## src/hw/rtl/mtc_pkg.sv

```systemverilog
`timescale 1ns / 1ps
// ----------------------------------------------------------------------------
// mtc_pkg
// Shared types, character codes and the Morse code table for the codec.
// ----------------------------------------------------------------------------
package mtc_pkg;

  localparam int MAX_CODE_SYMBOLS_DEF = 5;  // default token symbol limit
  localparam int MAX_CODE_SYMBOLS_TOP = 8;  // largest supported limit
  localparam int TBL_LEN_W            = 4;  // length width at the table lookup
  localparam int TBL_PAT_W            = 8;  // pattern width at the table lookup
  localparam int CODE_SYM_MAX         = 5;  // longest code in the table
  localparam int NUM_CODES            = 36; // letters and digits

  localparam logic [7:0] CH_DOT    = 8'h2E;
  localparam logic [7:0] CH_DASH   = 8'h2D;
  localparam logic [7:0] CH_SLASH  = 8'h2F;
  localparam logic [7:0] CH_SPACE  = 8'h20;
  localparam logic [7:0] CH_TAB    = 8'h09;
  localparam logic [7:0] CH_CR     = 8'h0D;
  localparam logic [7:0] CH_LOW_A  = 8'h61;
  localparam logic [7:0] CH_LOW_Z  = 8'h7A;
  localparam logic [7:0] CASE_GAP  = 8'h20;

  localparam logic ACT_ENCODE = 1'b0;
  localparam logic ACT_DECODE = 1'b1;

  // one code: dash = 1, first symbol in bit len-1
  typedef struct packed {
    logic [7:0] sym;
    logic [2:0] len;
    logic [4:0] pat;
  } code_t;

  typedef struct packed {
    logic       hit;
    logic [2:0] len;
    logic [4:0] pat;
  } enc_t;

  typedef struct packed {
    logic       hit;
    logic [7:0] sym;
  } dec_t;

  // work item for the output sequencer
  typedef struct packed {
    logic       slash;  // emit '/' first
    logic [2:0] pend;   // dots/dashes still to send
    logic [4:0] pat;    // next symbol in bit 4
    logic [7:0] fin;    // closing character
  } job_t;

  localparam code_t CODE_TABLE [NUM_CODES] = '{
    '{"A", 3'd2, 5'b00001}, '{"B", 3'd4, 5'b01000}, '{"C", 3'd4, 5'b01010},
    '{"D", 3'd3, 5'b00100}, '{"E", 3'd1, 5'b00000}, '{"F", 3'd4, 5'b00010},
    '{"G", 3'd3, 5'b00110}, '{"H", 3'd4, 5'b00000}, '{"I", 3'd2, 5'b00000},
    '{"J", 3'd4, 5'b00111}, '{"K", 3'd3, 5'b00101}, '{"L", 3'd4, 5'b00100},
    '{"M", 3'd2, 5'b00011}, '{"N", 3'd2, 5'b00010}, '{"O", 3'd3, 5'b00111},
    '{"P", 3'd4, 5'b00110}, '{"Q", 3'd4, 5'b01101}, '{"R", 3'd3, 5'b00010},
    '{"S", 3'd3, 5'b00000}, '{"T", 3'd1, 5'b00001}, '{"U", 3'd3, 5'b00001},
    '{"V", 3'd4, 5'b00001}, '{"W", 3'd3, 5'b00011}, '{"X", 3'd4, 5'b01001},
    '{"Y", 3'd4, 5'b01011}, '{"Z", 3'd4, 5'b01100}, '{"0", 3'd5, 5'b11111},
    '{"1", 3'd5, 5'b01111}, '{"2", 3'd5, 5'b00111}, '{"3", 3'd5, 5'b00011},
    '{"4", 3'd5, 5'b00001}, '{"5", 3'd5, 5'b00000}, '{"6", 3'd5, 5'b10000},
    '{"7", 3'd5, 5'b11000}, '{"8", 3'd5, 5'b11100}, '{"9", 3'd5, 5'b11110}
  };

  function automatic enc_t encode_char(input logic [7:0] c);
    enc_t r;
    r = '0;
    for (int i = 0; i < NUM_CODES; i++) begin
      if (CODE_TABLE[i].sym == c) begin
        r.hit = 1'b1;
        r.len = CODE_TABLE[i].len;
        r.pat = CODE_TABLE[i].pat;
      end
    end
    return r;
  endfunction

  function automatic dec_t decode_token(input logic [TBL_LEN_W-1:0] len,
                                        input logic [TBL_PAT_W-1:0] pat);
    dec_t r;
    r = '0;
    for (int i = 0; i < NUM_CODES; i++) begin
      if (len == {1'b0, CODE_TABLE[i].len} && pat == {3'b000, CODE_TABLE[i].pat}) begin
        r.hit = 1'b1;
        r.sym = CODE_TABLE[i].sym;
      end
    end
    return r;
  endfunction

endpackage

```

## src/hw/rtl/morse_text_codec_core.sv

```systemverilog
`timescale 1ns / 1ps
// ----------------------------------------------------------------------------
// morse_text_codec_core
// ASCII <-> International Morse converter, one byte per input transfer.
// ----------------------------------------------------------------------------
// Path: an input byte passes the token RAM read stage and then the output job register.
// Throughput: decode bytes one per cycle while the sequencer takes jobs; an encoded byte
//   sends 2 to 6 characters (symbols + trailing space); a new job loads on the last transfer.
// Token record: one-entry RAM, read on accept, written back when the decode item advances,
//   forwarded for back-to-back decode bytes.
// Reset: asynchronous, active low; clears all valid flags, token reads empty until written.
module morse_text_codec_core #(
  parameter int MAX_CODE_SYMBOLS = mtc_pkg::MAX_CODE_SYMBOLS_DEF
) (
  input  logic       clk_i,
  input  logic       rst_ni,
  // input channel
  input  logic       in_valid_i,
  output logic       in_stall_o,
  input  logic       action_i,
  input  logic [7:0] in_char_i,
  input  logic       end_of_text_i,
  // output channel
  output logic       out_valid_o,
  input  logic       out_stall_i,
  output logic [7:0] out_char_o,
  output logic       last_of_run_o
);

  logic          job_valid;
  logic          job_ready;
  mtc_pkg::job_t job;

  // Stage 1: token read-modify-write and job build
  mtc_token #(
    .MAX_CODE_SYMBOLS (MAX_CODE_SYMBOLS)
  ) u_token (
    .clk_i         (clk_i),
    .rst_ni        (rst_ni),
    .in_valid_i    (in_valid_i),
    .in_stall_o    (in_stall_o),
    .action_i      (action_i),
    .in_char_i     (in_char_i),
    .end_of_text_i (end_of_text_i),
    .job_valid_o   (job_valid),
    .job_ready_i   (job_ready),
    .job_o         (job)
  );

  // Stage 2: one character per output transfer
  mtc_emit u_emit (
    .clk_i         (clk_i),
    .rst_ni        (rst_ni),
    .job_valid_i   (job_valid),
    .job_ready_o   (job_ready),
    .job_i         (job),
    .out_valid_o   (out_valid_o),
    .out_stall_i   (out_stall_i),
    .out_char_o    (out_char_o),
    .last_of_run_o (last_of_run_o)
  );

endmodule

```

## src/hw/rtl/mtc_ram.sv

```systemverilog
`timescale 1ns / 1ps
// ----------------------------------------------------------------------------
// mtc_ram
// Generic single-write, single-read RAM with registered read (read-old).
// ----------------------------------------------------------------------------
module mtc_ram #(
  parameter int WIDTH = 8,
  parameter int DEPTH = 1,
  localparam int AW   = (DEPTH > 1) ? $clog2(DEPTH) : 1
) (
  input  logic             clk_i,
  input  logic             wr_en_i,
  input  logic [AW-1:0]    wr_addr_i,
  input  logic [WIDTH-1:0] wr_data_i,
  input  logic             rd_en_i,
  input  logic [AW-1:0]    rd_addr_i,
  output logic [WIDTH-1:0] rd_data_o
);

  logic [WIDTH-1:0] mem_q [DEPTH];
  logic [WIDTH-1:0] rd_data_q;

  always_ff @(posedge clk_i) begin
    if (wr_en_i) begin
      mem_q[wr_addr_i] <= wr_data_i;
    end
    if (rd_en_i) begin
      rd_data_q <= mem_q[rd_addr_i];
    end
  end

  assign rd_data_o = rd_data_q;

endmodule

```

## src/hw/rtl/mtc_token.sv

```systemverilog
`timescale 1ns / 1ps
// ----------------------------------------------------------------------------
// mtc_token
// Input stage: reads the decode token from RAM, updates it, writes it back
// and builds the output job for encode or decode.
// ----------------------------------------------------------------------------
module mtc_token #(
  parameter int MAX_CODE_SYMBOLS = mtc_pkg::MAX_CODE_SYMBOLS_DEF
) (
  input  logic              clk_i,
  input  logic              rst_ni,
  input  logic              in_valid_i,
  output logic              in_stall_o,
  input  logic              action_i,
  input  logic [7:0]        in_char_i,
  input  logic              end_of_text_i,
  output logic              job_valid_o,
  input  logic              job_ready_i,
  output mtc_pkg::job_t     job_o
);

  localparam int LW    = $clog2(MAX_CODE_SYMBOLS + 1);
  localparam int TOK_W = MAX_CODE_SYMBOLS + LW + 2;

  // token record: {malformed, slash, length, pattern}
  logic                        s1_valid_q;
  logic                        s1_action_q;
  logic [7:0]                  s1_char_q;
  logic                        s1_eot_q;
  logic                        use_fwd_q, have_q, written_q;
  logic [TOK_W-1:0]            fwd_q, rd_data, cur, wr_data;
  logic                        accept, advance, wr_en, has_job;

  logic [MAX_CODE_SYMBOLS-1:0] pat;
  logic [LW-1:0]               len;
  logic                        mal, sl, blank, ends;
  mtc_pkg::dec_t               dec;
  mtc_pkg::enc_t               enc;
  logic [7:0]                  c_up;

  assign accept     = in_valid_i && !in_stall_o;
  assign in_stall_o = s1_valid_q && !advance;
  assign advance    = s1_valid_q && (!has_job || job_ready_i);
  assign wr_en      = advance && (s1_action_q == mtc_pkg::ACT_DECODE);
  assign job_valid_o = s1_valid_q && has_job;

  mtc_ram #(
    .WIDTH (TOK_W),
    .DEPTH (1)
  ) u_tok_ram (
    .clk_i     (clk_i),
    .wr_en_i   (wr_en),
    .wr_addr_i (1'b0),
    .wr_data_i (wr_data),
    .rd_en_i   (accept),
    .rd_addr_i (1'b0),
    .rd_data_o (rd_data)
  );

  always_ff @(posedge clk_i or negedge rst_ni) begin
    if (!rst_ni) begin
      s1_valid_q <= 1'b0;
      written_q  <= 1'b0;
      use_fwd_q  <= 1'b0;
      have_q     <= 1'b0;
    end else begin
      if (accept) begin
        s1_valid_q <= 1'b1;
        use_fwd_q  <= wr_en;     // read at this edge returns the old word
        have_q     <= written_q;
      end else if (advance) begin
        s1_valid_q <= 1'b0;
      end
      if (wr_en) begin
        written_q <= 1'b1;
      end
    end
  end

  always_ff @(posedge clk_i) begin
    if (accept) begin
      s1_action_q <= action_i;
      s1_char_q   <= in_char_i;
      s1_eot_q    <= end_of_text_i;
    end
    if (wr_en) begin
      fwd_q <= wr_data;
    end
  end

  // never-written entry reads as the reset token
  assign cur = use_fwd_q ? fwd_q : (have_q ? rd_data : '0);

  always_comb begin
    pat   = cur[MAX_CODE_SYMBOLS-1:0];
    len   = cur[MAX_CODE_SYMBOLS +: LW];
    sl    = cur[TOK_W-2];
    mal   = cur[TOK_W-1];
    blank = (s1_char_q == mtc_pkg::CH_SPACE) ||
            (s1_char_q >= mtc_pkg::CH_TAB && s1_char_q <= mtc_pkg::CH_CR);

    if (!blank) begin
      if (s1_char_q == mtc_pkg::CH_DOT || s1_char_q == mtc_pkg::CH_DASH) begin
        if (sl || len >= LW'(MAX_CODE_SYMBOLS)) begin
          mal = 1'b1;
        end else begin
          pat = {pat[MAX_CODE_SYMBOLS-2:0], s1_char_q == mtc_pkg::CH_DASH};
          len = len + 1'b1;
        end
      end else if (s1_char_q == mtc_pkg::CH_SLASH) begin
        if (len != '0 || sl) begin
          mal = 1'b1;
        end else begin
          sl = 1'b1;
        end
      end else begin
        mal = 1'b1;
      end
    end

    ends = blank || s1_eot_q;
    dec  = mtc_pkg::decode_token(mtc_pkg::TBL_LEN_W'(len), mtc_pkg::TBL_PAT_W'(pat));
    if (mal) begin
      dec.hit = 1'b0;
    end else if (sl && len == '0) begin
      dec.hit = 1'b1;
      dec.sym = mtc_pkg::CH_SPACE;
    end else if (len == '0) begin
      dec.hit = 1'b0;
    end

    wr_data = ends ? '0 : {mal, sl, len, pat};

    // encode side
    c_up = s1_char_q;
    if (s1_char_q >= mtc_pkg::CH_LOW_A && s1_char_q <= mtc_pkg::CH_LOW_Z) begin
      c_up = s1_char_q - mtc_pkg::CASE_GAP;
    end
    enc = mtc_pkg::encode_char(c_up);

    job_o = '0;
    if (s1_action_q == mtc_pkg::ACT_ENCODE) begin
      job_o.fin = mtc_pkg::CH_SPACE;
      if (c_up == mtc_pkg::CH_SPACE) begin
        has_job     = 1'b1;
        job_o.slash = 1'b1;
      end else begin
        has_job   = enc.hit;
        job_o.pend = enc.len;
        job_o.pat  = enc.pat << (3'(mtc_pkg::CODE_SYM_MAX) - enc.len);
      end
    end else begin
      has_job   = ends && dec.hit;
      job_o.fin = dec.sym;
    end
  end

`ifndef SYNTHESIS
  a_wr_only_decode: assert property (@(posedge clk_i) disable iff (!rst_ni)
    wr_en |-> s1_valid_q && s1_action_q == mtc_pkg::ACT_DECODE)
    else $error("token write without a decode item");
  a_len_bound: assert property (@(posedge clk_i) disable iff (!rst_ni)
    wr_en |-> wr_data[MAX_CODE_SYMBOLS +: LW] <= LW'(MAX_CODE_SYMBOLS))
    else $error("token length over limit");
  a_fwd_holds: assert property (@(posedge clk_i) disable iff (!rst_ni)
    (s1_valid_q && !advance) |=> $stable(use_fwd_q) && (!use_fwd_q || $stable(fwd_q)))
    else $error("forwarded token changed while stalled");
`endif

endmodule

```

## src/hw/rtl/mtc_emit.sv

```systemverilog
`timescale 1ns / 1ps
// ----------------------------------------------------------------------------
// mtc_emit
// Output sequencer: holds one job and sends its characters, one per transfer.
// ----------------------------------------------------------------------------
module mtc_emit (
  input  logic          clk_i,
  input  logic          rst_ni,
  input  logic          job_valid_i,
  output logic          job_ready_o,
  input  mtc_pkg::job_t job_i,
  output logic          out_valid_o,
  input  logic          out_stall_i,
  output logic [7:0]    out_char_o,
  output logic          last_of_run_o
);

  logic          job_valid_q;
  mtc_pkg::job_t job_q;
  logic          fire, load;

  assign fire          = job_valid_q && !out_stall_i;
  assign last_of_run_o = !job_q.slash && job_q.pend == '0;
  assign job_ready_o   = !job_valid_q || (fire && last_of_run_o);
  assign load          = job_valid_i && job_ready_o;
  assign out_valid_o   = job_valid_q;

  always_comb begin
    if (job_q.slash) begin
      out_char_o = mtc_pkg::CH_SLASH;
    end else if (job_q.pend != '0) begin
      out_char_o = job_q.pat[4] ? mtc_pkg::CH_DASH : mtc_pkg::CH_DOT;
    end else begin
      out_char_o = job_q.fin;
    end
  end

  always_ff @(posedge clk_i or negedge rst_ni) begin
    if (!rst_ni) begin
      job_valid_q <= 1'b0;
    end else if (load) begin
      job_valid_q <= 1'b1;
    end else if (fire && last_of_run_o) begin
      job_valid_q <= 1'b0;
    end
  end

  always_ff @(posedge clk_i) begin
    if (load) begin
      job_q <= job_i;
    end else if (fire) begin
      if (job_q.slash) begin
        job_q.slash <= 1'b0;
      end else if (job_q.pend != '0) begin
        job_q.pend <= job_q.pend - 1'b1;
        job_q.pat  <= {job_q.pat[3:0], 1'b0};
      end
    end
  end

`ifndef SYNTHESIS
  a_pend_bound: assert property (@(posedge clk_i) disable iff (!rst_ni)
    job_valid_q |-> job_q.pend <= 3'(mtc_pkg::CODE_SYM_MAX))
    else $error("symbol count over code length");
  a_drain: assert property (@(posedge clk_i) disable iff (!rst_ni)
    (fire && last_of_run_o && !load) |=> !job_valid_q)
    else $error("job stays after final transfer");
  a_no_overwrite: assert property (@(posedge clk_i) disable iff (!rst_ni)
    (job_valid_q && !last_of_run_o) |-> !load)
    else $error("job loaded over unfinished job");
`endif

endmodule
```

## config.mk

```make
export PLATFORM = sky130hd
export DESIGN_NAME = morse_text_codec_core
export DESIGN_NICKNAME = d
export VERILOG_FILES = /design/src/hw/rtl/mtc_pkg.sv /design/src/hw/rtl/morse_text_codec_core.sv /design/src/hw/rtl/mtc_ram.sv /design/src/hw/rtl/mtc_token.sv /design/src/hw/rtl/mtc_emit.sv
export SDC_FILE = /design/constraint.sdc
export NUM_CORES = 1
export LEC_CHECK = 0
export ABC_AREA = 0
export ABC_CLOCK_PERIOD_IN_PS = 4600
export BUFFER_PORTS_ARGS = -buffer_cell sky130_fd_sc_hd__buf_4
export CAP_MARGIN = 20
export CORE_MARGIN = 3
export CORE_UTILIZATION = 60
export DETAILED_ROUTE_END_ITERATION = 10
export GPL_TIMING_DRIVEN = 1
export PLACE_DENSITY = 0.85
export SLEW_MARGIN = 20
export SYNTH_ARGS = -nofsm -noshare
export SYNTH_HDL_FRONTEND = slang
export SYNTH_SLANG_ARGS = --single-unit
```

## constraint.sdc

```tcl
create_clock -name clk_i -period 4.6 [get_ports clk_i]
set_input_delay 0.23 -clock clk_i [delete_from_list [all_inputs] [get_ports clk_i]]
set_output_delay 0.23 -clock clk_i [all_outputs]
set_load 0.03 [all_outputs]
```

==> results_dict.tcl <==
set metrics [dict create \
    switchingPower_w 0.000730 \
    synth_edf_count 46 \
    detail_route.iter0.violations 680 \
    gp_congestion 0.971 \
    leakage_nw 1.70 \
    switching_share 0.407 \
    cts_inserted_buffers 5 \
    dp.cells 641 \
    final_cells 650 \
    rsz0062_at_grt "no" \
    die_h_um 92.9 \
    ff2ff_setup_slack_ns 0.33 \
    synth_adder_area_share 0.0138 \
    setup_tns_ns 0 \
    initial_utilization 0.621 \
    post-route-min-period_ns 4.27 \
    avgSynthCellArea_um2 8.50 \
    comb_power_share 0.447 \
    cts_htree_levels 2 \
    synth_compound_area_frac 0.267 \
    worst_pin_slew_ns 0.748 \
    grt_pass1_vias 3919 \
    track_usage 0.282 \
    cts.clk_slew.worst_paths_ns 0.10 \
    post-dp-hpwl_um 9030 \
    die_width_um 92.9 \
    worstHoldEndpoint "u_token.s1_char_q[0]$_DFFE_PP_" \
    timing.rr.end "u_emit.job_q[11]$_DFFE_PP_" \
    num-fill-cells 619 \
    drv_slew 0 \
    crit_fanout 15 \
    cts_tree "yes" \
    worstHoldPathType "in2reg" \
    cp_data_required_time_ns 4.66 \
    seq_power_share 0.379 \
    via_per_inst 6.75 \
    seq_area_frac_synth 0.333 \
    synth_area_leaders "edfxtp_1 (30%), nor2_1 (5.7%), nand2_1 (3.9%)" \
    final_layout_size_suffix_gt1_frac 0.162 \
    power.total_w 0.00179 \
    finClkSkew_ns 0.0124 \
    synth.most_common_cell "nor2_1" \
    yosysTopAreaCell "edfxtp_1" \
    ir_worst_vdd_mv 0.220 \
    worstHoldPathCells 1 \
    r2r_start "u_token.have_q$_DFFE_PN0P_" \
    synth-warning-count 0 \
    postCtsSetupRepairBufs 0 \
    p_int_w 0.00106 \
    ys_seq_elements 51 \
    cap_violations 0 \
    pre_cts_slack_ns 0.270 \
    cts.path.max_buffers 2 \
    gr-total-overflow 0 \
    status "completed" \
    synthArstFlopShare 0.0980 \
    setup_viol 0 \
    synth_common_cells "nor2_1 (69), nand2_1 (47), edfxtp_1 (46)" \
    grt_pass1_wl_um 19600 \
    synth_nets 552 \
    antenna_found_initial 0 \
    synthCells 533 \
    portBuffers 23 \
    ys.flop_type "edfxtp_1" \
    clk_latency_ns 0.31 \
    r2r_cells 13 \
    synth_simple_gate_area_frac 0.268 \
    rows 31 \
    synth_area_um2 4530 \
    syn_to_final_growth_pct 8.32 \
    power_frac_clock 0.174 \
    arrival_ns 4.33 \
    die-area_um2 8630 \
    startpoint_type "flop" \
    path_class "reg2reg" \
    muxShareOfSynthArea 0.0580 \
    fmax_mhz 234 \
    cts.sinks 51 \
    synth_xor_area_frac 0.00939 \
    hp-start "in_char_i[0]" \
    drc 0 \
    synth_top_family_by_area "simple AND/OR/NAND/NOR gates" \
    finalWorstSetupSlack_ns 0.334 \
    cts-root-buf "clkbuf_8" \
    wl_um 12000 \
    ys_types 90 \
    diodes 0 \
    ant_nets 0 \
    final_nets 569 \
    pin_count 25 \
    hold_viol 0 \
    core-area_um2 7290 \
    cp-end-kind "flop" \
    power_density_nw_per_um2 365 \
    wire_per_inst_um 18.5 \
    vias 4386 \
    fin_crit_sh 0.927 \
    hold_ws_ns 0.0965 \
    yosysTopAreaCellShare 0.305 \
    maxSlewHeadroom 0.500 \
    grt_max_degree 28 \
    firstDrtPassIters 5 \
]
==> placed cells by master (no fill, tap or decap), types with 4 or more instances in the layout <==
cell,n
and2_1,8
o31ai_1,5
nor2b_1,7
and3_1,5
dfrtp_1,5
nand3_1,26
o21ai_2,4
clkbuf_8,5
nand2b_1,11
o221ai_1,4
nor2_1,69
o211ai_1,4
o21a_1,9
o21ai_1,7
or3_1,4
or2_2,4
a22oi_1,6
a21oi_1,30
o21ai_0,29
ha_1,5
nor4_1,7
edfxtp_1,46
o22ai_1,8
inv_1,19
a31oi_1,7
buf_4,37
mux2_4,6
nand2_1,47
nor3_1,18
mux2i_1,10
o32a_1,4
a211oi_1,10
==> worst max path at each step <==
| stage | cells after the start | from | slack (ns) | endpoint |
|---|---|---|---|---|
| floorplan | 15 | u_token.use_fwd_q$_DFFE_PN0P_ | 0.71 | u_token.s1_action_q$_DFFE_PP_ |
| global placement | 14 | u_token.have_q$_DFFE_PN0P_ | 0.36 | u_token.u_tok_ram.rd_data_o[2]$_DFFE_PP_ |
| detailed placement | 14 | u_token.have_q$_DFFE_PN0P_ | 0.27 | u_token.u_tok_ram.rd_data_o[2]$_DFFE_PP_ |
| CTS | 14 | u_token.have_q$_DFFE_PN0P_ | 0.24 | u_token.s1_action_q$_DFFE_PP_ |
| global route | 13 | u_token.have_q$_DFFE_PN0P_ | 0.06 | u_emit.job_q[11]$_DFFE_PP_ |
| finish | 13 | u_token.have_q$_DFFE_PN0P_ | 0.33 | u_emit.job_q[11]$_DFFE_PP_ |
==> metal layers <==
layer,part of all wire,global-route usage,up-vias
met1,0.45,0.436,2045
met2,0.43,0.413,265
met5,0,0,-
li1,-,-,2054
met3,0.099,0.0439,22
met4,0.018,0.0635,0
==> kinds of logic (layout without fill, tap and decap cells) <==
logic type                 count (synthesis)  in the layout
xor gates and xnor gates                   4              4
other                                      1              1
adders and majority gates                  5              5
buffers and inverters                     48             66
DFF                                       51             51
AOI/OAI and AO/OA                        171            171
muxes                                     21             21
and+or+nand+nor                          232            232
==> worst max-delay path: stages (launching register included) <==
cell     delay, ns
dfrtp_1       0.63
nand2_1       0.15
o21ai_2       0.28
inv_1         0.15
ha_1          0.36
inv_1         0.11
nor4_1        0.42
o21ai_1       0.29
a21oi_2       0.30
o21ai_0       0.15
nand3_2       0.14
nor4_4        0.08
nor3_4        0.59
mux2_4        0.35
==> per-stage QoR <==
| stage | area (µm²) | util |
|---|---|---|
| finish | 4910 | 0.673 |
| global route | 4910 | 0.673 |
| CTS | 4900 | 0.672 |
| detailed placement | 4780 | 0.655 |
| global placement | 4780 | 0.655 |
| floorplan | 4530 | - |
==> registers in the layout (all words and copies together) (netlist names) <==
name                         cells
u_token.s1_action_q              1
u_token.u_tok_ram.rd_data_o     10
u_token.s1_eot_q                 1
u_token.use_fwd_q                1
u_emit.job_q                    16
u_token.written_q                1
u_token.have_q                   1
u_token.u_tok_ram.mem_q         10
u_token.s1_valid_q               1
u_token.s1_char_q                8
u_emit.out_valid_o               1
==> cell type report <==
class | instances | area [µm²] | area share
inverter | 20 | 75.1 | 0.0153
tap | 99 | 124 | 0.0252
multi-input combinational | 434 | 2800 | 0.571
sequential | 51 | 1510 | 0.307
timing repair buffer | 38 | 288 | 0.0587
clock buffer | 5 | 68.8 | 0.0140
clock inverter | 3 | 43.8 | 0.00893
==> power by group through the flow <==
stage / Combinational (W) / Sequential [W] / Clock, W
6_report: 0.000802 / 0.000679 / 0.000312
5_1_grt: 0.000868 / 0.000690 / 0.000336
4_1_cts: 0.000785 / 0.000678 / 0.000316
3_5_place_dp: 0.000778 / 0.000689 / 0
3_3_place_gp: 0.000768 / 0.000684 / 0
2_1_floorplan: 0.000599 / 0.000666 / 0
==> what timing repair did <==
item | CTS | global route
resized for setup | 0 | 1
hold buffers | 1 | 0
endpoints found under the hold margin | 5 | 0
endpoints found under the setup margin | 0 | 21
No activity file was read; power rests on OpenSTA's default activity.
